<file path="src/design/mfc_pkg.sv">
`timescale 1ns / 1ps

package mfc_pkg;

  localparam int QUEUE_DEPTH = 4;

  localparam logic [8:0]  POS_MAX  = 9'd511;
  localparam logic [8:0]  TCP_HDR  = 9'd6;
  localparam logic [15:0] CRC_INIT = 16'hFFFF;
  localparam logic [15:0] CRC_POLY = 16'hA001;

  localparam logic [7:0] FC_READ_HOLDING = 8'd3;
  localparam logic [7:0] FC_READ_INPUT   = 8'd4;
  localparam logic [7:0] FC_WRITE_SINGLE = 8'd6;
  localparam logic [7:0] FC_WRITE_MULTI  = 8'd16;

  typedef enum logic [2:0] {
    ST_OK           = 3'd0,
    ST_CRC_ERR      = 3'd1,
    ST_EXCEPTION    = 3'd2,
    ST_UNKNOWN_FUNC = 3'd3,
    ST_TOO_SHORT    = 3'd4
  } status_t;

  typedef enum logic [1:0] {
    KIND_UNKNOWN   = 2'd0,
    KIND_EXCEPTION = 2'd1,
    KIND_READ      = 2'd2,
    KIND_WRITE     = 2'd3
  } kind_t;

  typedef struct packed {
    logic [7:0] rx_byte;
    logic       frame_end;
  } in_t;

  typedef struct packed {
    logic       is_status;
    logic [7:0] data_byte;
    logic [7:0] payload_index;
    logic [7:0] unit_address;
    logic [6:0] function_code;
    logic [7:0] byte_count;
    logic [7:0] exception_code;
    status_t    status;
  } out_t;

  typedef struct packed {
    logic has_data;
    out_t data_res;
    logic has_status;
    out_t status_res;
  } entry_t;

  function automatic logic [15:0] crc_byte(input logic [15:0] c, input logic [7:0] b);
    logic [15:0] r;
    r = c ^ {8'h00, b};
    for (int k = 0; k < 8; k++) begin
      if (r[0]) begin
        r = (r >> 1) ^ CRC_POLY;
      end else begin
        r = r >> 1;
      end
    end
    return r;
  endfunction

  function automatic kind_t func_kind(input logic [7:0] fc);
    kind_t k;
    if (fc[7]) begin
      k = KIND_EXCEPTION;
    end else begin
      case (fc) inside
        FC_READ_HOLDING, FC_READ_INPUT: k = KIND_READ;
        FC_WRITE_SINGLE, FC_WRITE_MULTI: k = KIND_WRITE;
        default: k = KIND_UNKNOWN;
      endcase
    end
    return k;
  endfunction

endpackage

</file>
<file path="src/design/mfc_front.sv">
`timescale 1ns / 1ps

module mfc_front (
  input  logic          clk,
  input  logic          rst,
  input  logic          cfg_we,
  input  logic          cfg_wdata,
  input  logic          in_valid,
  output logic          in_ready,
  input  mfc_pkg::in_t  in_data,
  input  logic          q_ready,
  output logic          q_push,
  output mfc_pkg::entry_t q_entry
);

  logic        frame_mode;
  logic [8:0]  pos;
  logic [15:0] crc_running;
  logic [15:0] crc_frozen;
  logic [7:0]  unit_seen;
  logic [7:0]  func_seen;
  logic [7:0]  count_seen;
  logic [7:0]  exc_seen;
  logic [7:0]  crc_low_rx;
  logic        crc_mismatch;

  logic [8:0]  pos_next;
  logic [15:0] crc_running_next;
  logic [15:0] crc_frozen_next;
  logic [7:0]  unit_seen_next;
  logic [7:0]  func_seen_next;
  logic [7:0]  count_seen_next;
  logic [7:0]  exc_seen_next;
  logic [7:0]  crc_low_rx_next;
  logic        crc_mismatch_next;

  logic           accept;
  logic           tcp;
  logic [8:0]     hdr;
  logic           in_pdu;
  logic [8:0]     p;
  logic [7:0]     rx;
  mfc_pkg::kind_t kind;
  logic [8:0]     body;
  logic [8:0]     need;
  logic [8:0]     got;
  logic [8:0]     cnt_full;
  logic           has_data;
  logic [8:0]     idx_full;
  mfc_pkg::status_t st;
  logic [7:0]     exc_out;

  assign in_ready = q_ready;
  assign accept   = in_valid && in_ready;
  assign tcp      = frame_mode;
  assign hdr      = tcp ? mfc_pkg::TCP_HDR : 9'd0;
  assign in_pdu   = (pos >= hdr);
  assign p        = pos - hdr;
  assign rx       = in_data.rx_byte;

  always_comb begin
    unit_seen_next  = unit_seen;
    func_seen_next  = func_seen;
    count_seen_next = count_seen;
    exc_seen_next   = exc_seen;
    if (in_pdu) begin
      if (p == 9'd0) begin
        unit_seen_next = rx;
      end else if (p == 9'd1) begin
        func_seen_next = rx;
      end else if (p == 9'd2) begin
        if (func_seen[7]) begin
          exc_seen_next = rx;
        end else if (mfc_pkg::func_kind(func_seen) == mfc_pkg::KIND_READ) begin
          count_seen_next = rx;
        end
      end
    end
  end

  assign kind = mfc_pkg::func_kind(func_seen_next);

  always_comb begin
    unique case (kind)
      mfc_pkg::KIND_EXCEPTION: body = 9'd3;
      mfc_pkg::KIND_READ:      body = 9'd3 + {1'b0, count_seen_next};
      default:                 body = 9'd6;
    endcase
  end

  always_comb begin
    crc_running_next  = crc_running;
    crc_frozen_next   = crc_frozen;
    crc_low_rx_next   = crc_low_rx;
    crc_mismatch_next = crc_mismatch;
    if (in_pdu && !tcp) begin
      if (p < 9'd2 || (kind != mfc_pkg::KIND_UNKNOWN && p < body)) begin
        crc_running_next = mfc_pkg::crc_byte(crc_running, rx);
      end else if (kind != mfc_pkg::KIND_UNKNOWN && p == body) begin
        crc_frozen_next = crc_running;
        crc_low_rx_next = rx;
      end else if (kind != mfc_pkg::KIND_UNKNOWN && p == body + 9'd1) begin
        crc_mismatch_next = ({rx, crc_low_rx} != crc_frozen);
      end
    end
  end

  assign has_data = in_pdu &&
                    ((kind == mfc_pkg::KIND_READ && p >= 9'd3 && p < body) ||
                     (kind == mfc_pkg::KIND_WRITE && p >= 9'd2 && p < 9'd6));
  assign idx_full = (kind == mfc_pkg::KIND_READ) ? p - 9'd3 : p - 9'd2;

  assign pos_next = (pos != mfc_pkg::POS_MAX) ? pos + 9'd1 : pos;
  assign got      = (pos_next > hdr) ? pos_next - hdr : 9'd0;
  assign need     = body + (tcp ? 9'd0 : 9'd2);

  always_comb begin
    cnt_full = 9'd0;
    exc_out  = 8'd0;
    if (got < 9'd2) begin
      st = mfc_pkg::ST_TOO_SHORT;
    end else if (kind == mfc_pkg::KIND_UNKNOWN) begin
      st = mfc_pkg::ST_UNKNOWN_FUNC;
    end else begin
      if (kind == mfc_pkg::KIND_READ && got > 9'd3) begin
        cnt_full = (got - 9'd3 < {1'b0, count_seen_next}) ? got - 9'd3
                                                          : {1'b0, count_seen_next};
      end else if (kind == mfc_pkg::KIND_WRITE && got > 9'd2) begin
        cnt_full = (got - 9'd2 < 9'd4) ? got - 9'd2 : 9'd4;
      end
      if (got < need) begin
        st = mfc_pkg::ST_TOO_SHORT;
      end else if (!tcp && crc_mismatch_next) begin
        st = mfc_pkg::ST_CRC_ERR;
      end else if (kind == mfc_pkg::KIND_EXCEPTION) begin
        st      = mfc_pkg::ST_EXCEPTION;
        exc_out = exc_seen_next;
      end else begin
        st = mfc_pkg::ST_OK;
      end
    end
  end

  always_comb begin
    q_entry.has_data                  = has_data;
    q_entry.data_res.is_status        = 1'b0;
    q_entry.data_res.data_byte        = rx;
    q_entry.data_res.payload_index    = idx_full[7:0];
    q_entry.data_res.unit_address     = unit_seen_next;
    q_entry.data_res.function_code    = func_seen_next[6:0];
    q_entry.data_res.byte_count       = 8'd0;
    q_entry.data_res.exception_code   = 8'd0;
    q_entry.data_res.status           = mfc_pkg::ST_OK;
    q_entry.has_status                = in_data.frame_end;
    q_entry.status_res.is_status      = 1'b1;
    q_entry.status_res.data_byte      = 8'd0;
    q_entry.status_res.payload_index  = 8'd0;
    q_entry.status_res.unit_address   = unit_seen_next;
    q_entry.status_res.function_code  = func_seen_next[6:0];
    q_entry.status_res.byte_count     = cnt_full[7:0];
    q_entry.status_res.exception_code = exc_out;
    q_entry.status_res.status         = st;
  end

  assign q_push = accept && (has_data || in_data.frame_end);

  always_ff @(posedge clk) begin
    if (rst) begin
      frame_mode <= 1'b0;
    end else if (cfg_we) begin
      frame_mode <= cfg_wdata;
    end
  end

  always_ff @(posedge clk) begin
    if (rst || (accept && in_data.frame_end)) begin
      pos          <= 9'd0;
      crc_running  <= mfc_pkg::CRC_INIT;
      crc_frozen   <= 16'd0;
      unit_seen    <= 8'd0;
      func_seen    <= 8'd0;
      count_seen   <= 8'd0;
      exc_seen     <= 8'd0;
      crc_low_rx   <= 8'd0;
      crc_mismatch <= 1'b0;
    end else if (accept) begin
      pos          <= pos_next;
      crc_running  <= crc_running_next;
      crc_frozen   <= crc_frozen_next;
      unit_seen    <= unit_seen_next;
      func_seen    <= func_seen_next;
      count_seen   <= count_seen_next;
      exc_seen     <= exc_seen_next;
      crc_low_rx   <= crc_low_rx_next;
      crc_mismatch <= crc_mismatch_next;
    end
  end

endmodule

</file>
<file path="config.mk">
export PLATFORM = sky130hd
export DESIGN_NAME = mfc_front
export DESIGN_NICKNAME = d
export VERILOG_FILES = /design/src/design/mfc_pkg.sv /design/src/design/mfc_front.sv
export SDC_FILE = /design/constraint.sdc
export NUM_CORES = 1
export LEC_CHECK = 0
export ABC_AREA = 1
export BUFFER_PORTS_ARGS = -buffer_cell sky130_fd_sc_hd__buf_2
export CORE_MARGIN = 1
export CORE_UTILIZATION = 63
export DETAILED_ROUTE_END_ITERATION = 8
export PLACE_DENSITY = 0.87
export SLEW_MARGIN = 20
export SYNTH_ARGS = -nofsm -noshare
export SYNTH_HDL_FRONTEND = slang
export SYNTH_SLANG_ARGS = --single-unit
</file>
<file path="constraint.sdc">
create_clock -name clk -period 8.35 [get_ports clk]
set_input_delay 0.4175 -clock clk [delete_from_list [all_inputs] [get_ports clk]]
set_output_delay 0.4175 -clock clk [all_outputs]
set_load 0.02 [all_outputs]
</file>
==> impl_metrics.py, run 1 <==
metrics = {
    "outcome": {
        "status": "finished clean",
    },
    "floorplan": {
        "die_y_um": 114,
        "start_util_pct": 65.1,
        "die-area_um2": 13000,
        "core_area_um2": 12100,
        "io_pins": 121,
        "fp.dieW_um": 114,
        "fp-row-count": 40,
    },
    "job": {
        "cap_violations": 0,
    },
    "critical_path": {
        "cp_data_arrival_time_ns": 6.32,
        "crit_path_max_fanout": 17,
        "reg2reg_to": "crc_running[5]",
        "startpoint_type": "flip-flop",
        "worstReg2RegStart": "frame_mode",
        "r2r_slack_ns": 1.87,
        "cpPeakStageDelay_ns": 0.68,
        "crit_top_cell": "nand2_1",
        "endpoint_kind": "output pin",
        "critical_path_class": "reg2out",
        "crit_required_ns": 7.93,
        "rr_worst_depth": 32,
        "cpMaxStageDelayCell": "fa_1",
    },
    "drt": {
        "route.detailed.drc": 0,
        "viasPerCell": 5.46,
        "num_vias": 7663,
        "first_pass_iters": 5,
        "wl_per_cell_um": 14.4,
        "drt-total-wl_mm": 20.2,
        "drtIter0Drc": 694,
        "postRouteAntennaNets": 0,
    },
    "cells_and_area": {
        "final_cell_mix": "229 x nand2_1, 181 x inv_1, 121 x nor2_1, 83 x dfxtp_1, 83 x buf_2",
        "fin_nets": 1292,
        "diodes": 0,
        "drive_gt1_share_pct": 15.8,
        "area_delta_synth_final_pct": 4.54,
        "final_common_cell": "nand2_1",
    },
    "min_path": {
        "min_path_type": "in2reg",
        "hold_start": "rst",
        "worst_hold_path.num_cells": 2,
        "hold_end": "frame_mode",
    },
    "clocking": {
        "htreeDepth": 3,
        "cts_buffers": 9,
        "cts_sinks": 83,
        "clk_pin_slew_ns": 0.07,
        "cts_tree": "done",
        "cts.repair.resized": 0,
        "insertion_delay_ns": 0.35,
        "post-cts-setup-buffers": 0,
        "holdBufCountCts": 0,
        "clockRootBuffer": "clkbuf_16",
        "cts_buffer_depth": 2,
    },
    "synthesis": {
        "synth_top_area_share_pct": 21.1,
        "syn_avg_cell_area_um2": 6.54,
        "ys_types": 45,
        "synthTopCellsByArea": "dfxtp_1 21%, nand2_1 11%, inv_1 8.6%",
        "synth-seq-cells": 83,
        "mappedNetlistArea_um2": 7880,
        "synth-edff-count": 0,
        "async_reset_ff_share_pct": 0,
        "synth_top_flop_cell": "dfxtp_1",
        "netlist_instances": 1205,
        "synth_seq_area_share_pct": 21.1,
        "yosys_warnings": 0,
        "synth.largest_area_cell": "dfxtp_1",
    },
    "sta": {
        "rsz0062_at_grt": "false",
        "period_needed_ns": 6.74,
        "setup_viol_count_final": 0,
        "relSlewSlack_pct": 50.0,
        "worstMarginPinSlew_ns": 0.749,
        "skew_ns": 0.0106,
        "maxSlewViolCount": 0,
        "max_freq_mhz": 148,
        "finalSetupTns_ns": 0,
        "fin_crit_sh_pct": 80.7,
        "hold_violations": 0,
    },
    "power": {
        "internal_power_mw": 0.819,
        "pwr-share-seq_pct": 29.2,
        "powerDensity_nw_per_um2": 176,
        "p_leak_nw": 4.23,
        "power_switching_share_pct": 43.7,
        "p_comb_share_pct": 44.7,
        "p_total_mw": 1.45,
        "peakVddDrop_v": 0.000136,
        "p_switching_mw": 0.636,
        "clkPwrFrac_pct": 26.1,
    },
    "placement": {
        "dp_hpwl_mm": 15.1,
        "portBuffers": 83,
        "gp_congestion": 0.931,
    },
    "global_routing": {
        "grt_usage_pct": 31.5,
        "grt_start_max_net_pins": 63,
        "antenna_found_initial": 0,
        "overflow": 0,
        "grt_pass1_wl_mm": 32.7,
        "grt_pass1_vias": 6921,
    },
}
-- cell usage after synthesis (2+ instances only) --
library cell,n
inv_1,181
nor3_1,10
nor2_2,14
nand2_2,23
nor2_4,7
a2111oi_0,5
xor2_1,43
buf_4,70
buf_2,5
o21ai_2,5
nand2_1,230
dfxtp_1,83
nand4_1,28
nand3b_1,2
nor2_8,3
xnor2_1,12
nand3_4,6
nand2_4,3
conb_1,2
o21ai_0,57
o21ai_1,7
nor2_1,121
nor3_2,3
or2_2,5
fa_1,2
nand3_2,11
clkbuf_1,23
nor3b_1,2
buf_6,6
inv_2,9
a21oi_1,67
nor4_1,2
nand3_1,58
a211oi_1,31
ha_1,43
o211ai_1,17
-- flip-flops by register name (all words and copies together), names as in the netlist --
register	count
unit_seen	8
exc_seen	8
pos	9
frame_mode	1
crc_low_rx	8
crc_running	16
crc_mismatch	1
func_seen	8
crc_frozen	16
count_seen	8
-- power groups by stage --
| stage | Clock (mW) | Combinational [mW] | Sequential [mW] |
|---|---|---|---|
| final | 0.379 | 0.650 | 0.425 |
| after CTS | 0.380 | 0.635 | 0.425 |
| after global routing | 0.397 | 0.717 | 0.427 |
| after global placement | 0 | 0.618 | 0.433 |
| after detailed placement | 0 | 0.630 | 0.434 |
| after floorplan | 0 | 0.519 | 0.430 |
-- layout make-up --
type                    count  area, um2
clock inverters             6       47.5
multi-input cells         862       4940
well taps                 168        210
inverters                 190        713
flip-flops and latches     83       1660
repair buffers             86        438
clock buffers               9        225
fillers                  1076       3870
-- critical path: cells and delay by family (launching register included) --
kind / cells / cell delay, ns
fa+ha+maj: 4 / 1.46
simple gates: 24 / 3.14
compound gates: 4 / 0.41
flops: 1 / 0.42
buf+inv: 5 / 0.52
-- metal layers --
metal	vias to the layer above	wire, um	global-route usage, %
met4	0	606	14.9
met1	3441	8790	40.9
met3	57	1470	4.94
met5	-	0	0
met2	338	9310	51.3
li1	3827	-	-
-- stage by stage --
step	area, um2	hold WS [ns]	std cells	utilization, %	worst slack (ns)
after floorplan	8010	0.454	1240	-	2.79
after global placement	7970	0.467	1389	65.8	2.15
after detailed placement	7970	0.470	1389	65.8	2.09
after global routing	8240	0.254	1404	68.0	1.00
after CTS	8240	0.241	1404	68.0	1.69
final	8240	0.241	1404	68.0	1.61
-- cells by family (layout without fill, tap and decap cells) --
kind of cell	after synthesis	count (layout)	share of synthesized area, %
compound gates	194	194	14.6
xor+xnor	55	55	6.11
fa+ha+maj	45	45	7.33
buf+inv	295	291	18.0
flops	83	83	21.1
other cells	2	37	0.0953
simple gates	531	531	32.8
-- worst max path at each step --
| stage | start | endpoint | slack [ns] | depth (start not counted) |
|---|---|---|---|---|
| floorplan | pos[0] | q_entry[14] | 2.79 | 28 |
| global placement | frame_mode | crc_running[8] | 2.15 | 32 |
| detailed placement | frame_mode | crc_running[5] | 2.09 | 32 |
| finish | frame_mode | q_entry[9] | 1.61 | 37 |
| CTS | frame_mode | q_entry[9] | 1.69 | 37 |
| global route | frame_mode | q_entry[0] | 1.00 | 35 |
(Power assumes the default switching activity.)
==> run 2: changes to the inputs <==
--- a/config.mk
+++ b/config.mk
@@ -8,9 +8,9 @@
 export ABC_AREA = 1
 export BUFFER_PORTS_ARGS = -buffer_cell sky130_fd_sc_hd__buf_2
 export CORE_MARGIN = 1
-export CORE_UTILIZATION = 63
+export CORE_UTILIZATION = 59
 export DETAILED_ROUTE_END_ITERATION = 8
-export PLACE_DENSITY = 0.87
+export PLACE_DENSITY = 0.82
 export SLEW_MARGIN = 20
 export SYNTH_ARGS = -nofsm -noshare
 export SYNTH_HDL_FRONTEND = slang
==> constraint.sdc (replaced) <==
create_clock -name clk -period 6.45 [get_ports clk]
set_input_delay 0.3225 -clock clk [delete_from_list [all_inputs] [get_ports clk]]
set_output_delay 0.3225 -clock clk [all_outputs]
set_load 0.02 [all_outputs]
==> impl_metrics.py, run 2 (synthesis results as in run 1) <==
metrics = {
    "min_path": {
        "min_path_type": "in2reg",
    },
    "power": {
        "p_switching_mw": 0.842,
        "pwr-share-seq_pct": 28.0,
        "powerDensity_nw_per_um2": 231,
        "internal_power_mw": 1.13,
        "clkPwrFrac_pct": 27.7,
        "peakVddDrop_v": 0.000241,
        "power_switching_share_pct": 42.7,
        "p_leak_nw": 4.36,
        "p_comb_share_pct": 44.3,
    },
    "sta": {
        "max_freq_mhz": 164,
        "maxSlewViolCount": 0,
        "finalSetupTns_ns": 0,
        "fin_crit_sh_pct": 94.3,
        "hold_violations": 0,
        "relSlewSlack_pct": 49.1,
        "setup_viol_count_final": 0,
        "rsz0062_at_grt": "false",
        "period_needed_ns": 6.08,
        "worstMarginPinSlew_ns": 0.763,
        "finalWorstSetupSlack_ns": 0.371,
        "skew_ns": 0.00841,
    },
    "outcome": {
        "status": "finished clean",
    },
    "clocking": {
        "cts_tree": "done",
        "insertion_delay_ns": 0.36,
        "cts_buffer_depth": 2,
        "clockRootBuffer": "clkbuf_16",
        "cts_buffers": 9,
        "cts_sinks": 83,
        "htreeDepth": 3,
        "clk_pin_slew_ns": 0.07,
    },
    "floorplan": {
        "fp-row-count": 41,
        "die-area_um2": 13800,
        "start_util_pct": 61.5,
        "core_area_um2": 12800,
        "fp.dieW_um": 118,
        "io_pins": 121,
        "die_y_um": 118,
    },
    "cells_and_area": {
        "nFillCells": 1126,
        "area_delta_synth_final_pct": 8.27,
        "fin_nets": 1310,
        "drive_gt1_share_pct": 18.5,
        "utilization_pct": 66.5,
        "final_cells": 1427,
        "reg_top3": "crc_frozen: 16 flops, crc_running: 16 flops, pos: 9 flops",
        "final_common_cell": "nand2_1",
        "final_cell_mix": "228 x nand2_1, 181 x inv_1, 117 x nor2_1, 83 x buf_2, 78 x dfxtp_1",
        "diodes": 0,
    },
    "drt": {
        "wl_per_cell_um": 14.2,
        "route.detailed.drc": 0,
        "viasPerCell": 5.38,
        "postRouteAntennaNets": 0,
        "drt-total-wl_mm": 20.2,
        "drtIter0Drc": 639,
        "first_pass_iters": 5,
        "num_vias": 7678,
    },
    "critical_path": {
        "crit_path_max_fanout": 12,
        "critical_path_class": "reg2out",
        "crit_top_cell": "nand2_1",
        "cp_data_arrival_time_ns": 5.76,
        "endpoint_kind": "output pin",
        "cpMaxStageDelayCell": "fa_2",
        "crit_required_ns": 6.13,
        "startpoint_type": "flip-flop",
        "cpPeakStageDelay_ns": 0.64,
    },
    "global_routing": {
        "grt_use_met1_pct": 36.7,
        "grt_pass1_vias": 6846,
        "antenna_found_initial": 0,
        "grt_use_met2_pct": 48.6,
        "grt_usage_pct": 28.9,
        "grt_pass1_wl_mm": 32.7,
        "grt_start_max_net_pins": 63,
        "top_usage_layer": "met2",
        "overflow": 0,
        "use_met3_pct": 5.04,
    },
    "placement": {
        "gp_congestion": 0.962,
        "portBuffers": 83,
        "dp_hpwl_mm": 15.3,
        "dpl_worst_slack_ns": 0.310,
        "dp.cells": 1397,
    },
    "job": {
        "cap_violations": 0,
    },
}
run 2: cell count changes in the layout (fill, tap and decap cells not counted), moves of 3 or more:
cell / previous run / this run
buf_4: 3 / 21
dfxtp_1: 83 / 78
dfxtp_2: 0 / 5
nand2_2: 24 / 21
nand2_4: 3 / 7
nor2_1: 121 / 117
nor2_4: 7 / 10
run 2: final timing paths:
kind | to | slack (ns) | depth (start not counted) | start
setup reg to reg | crc_running[6] | 0.95 | 32 | pos[1]
setup / recovery | q_entry[9] | 0.37 | 35 | pos[1]
hold reg to reg | crc_frozen[5] | 0.48 | 2 | crc_frozen[5]
hold / removal | frame_mode | 0.14 | 2 | rst
run 2: critical path: cells and delay by family, from the launching register on:
kind            cells  cell delay (ns)
simple gates       23             2.76
fa+ha+maj           4             1.32
compound gates      4             0.55
buf+inv             4             0.40
flops               1             0.36
run 2: cell type report:
cell class                      instances  area, um2  share of cell area (%)
Clock buffer                            9        225                    2.64
Clock inverter                          7       92.6                    1.08
Inverter                              190        713                    8.36
Multi-Input combinational cell        862       5050                    59.1
Sequential cell                        83       1670                    19.5
Tap cell                              172        215                    2.52
Timing Repair Buffer                  104        573                    6.71
run 2: power groups by stage:
stage,clock (mW),sequential (mW),combinational [mW]
3_5_place_dp,0,0.562,0.825
6_report,0.547,0.551,0.873
5_1_grt,0.575,0.554,0.964
3_3_place_gp,0,0.561,0.811
2_1_floorplan,0,0.557,0.672
4_1_cts,0.557,0.550,0.832
run 2: metal layers:
| metal | share of wire, % | up-vias |
|---|---|---|
| met5 | 0 | - |
| met2 | 47 | 273 |
| met1 | 43 | 3484 |
| met3 | 6.5 | 46 |
| li1 | - | 3875 |
| met4 | 2.8 | 0 |
run 2: stage by stage:
stage	area (um2)	hold WS (ns)	power, mW
after floorplan	8010	0.395	1.23
after global placement	8000	0.466	1.37
after detailed placement	8000	0.469	1.39
after CTS	8330	0.140	1.94
after global routing	8530	0.135	2.09
final	8530	0.139	1.97
run 2: timing repair:
action	in CTS	in global routing
gates resized for setup	0	32
hold buffers	0	0
endpoints found under the setup margin	8	18
setup buffers	1	13
pin swaps	1	10
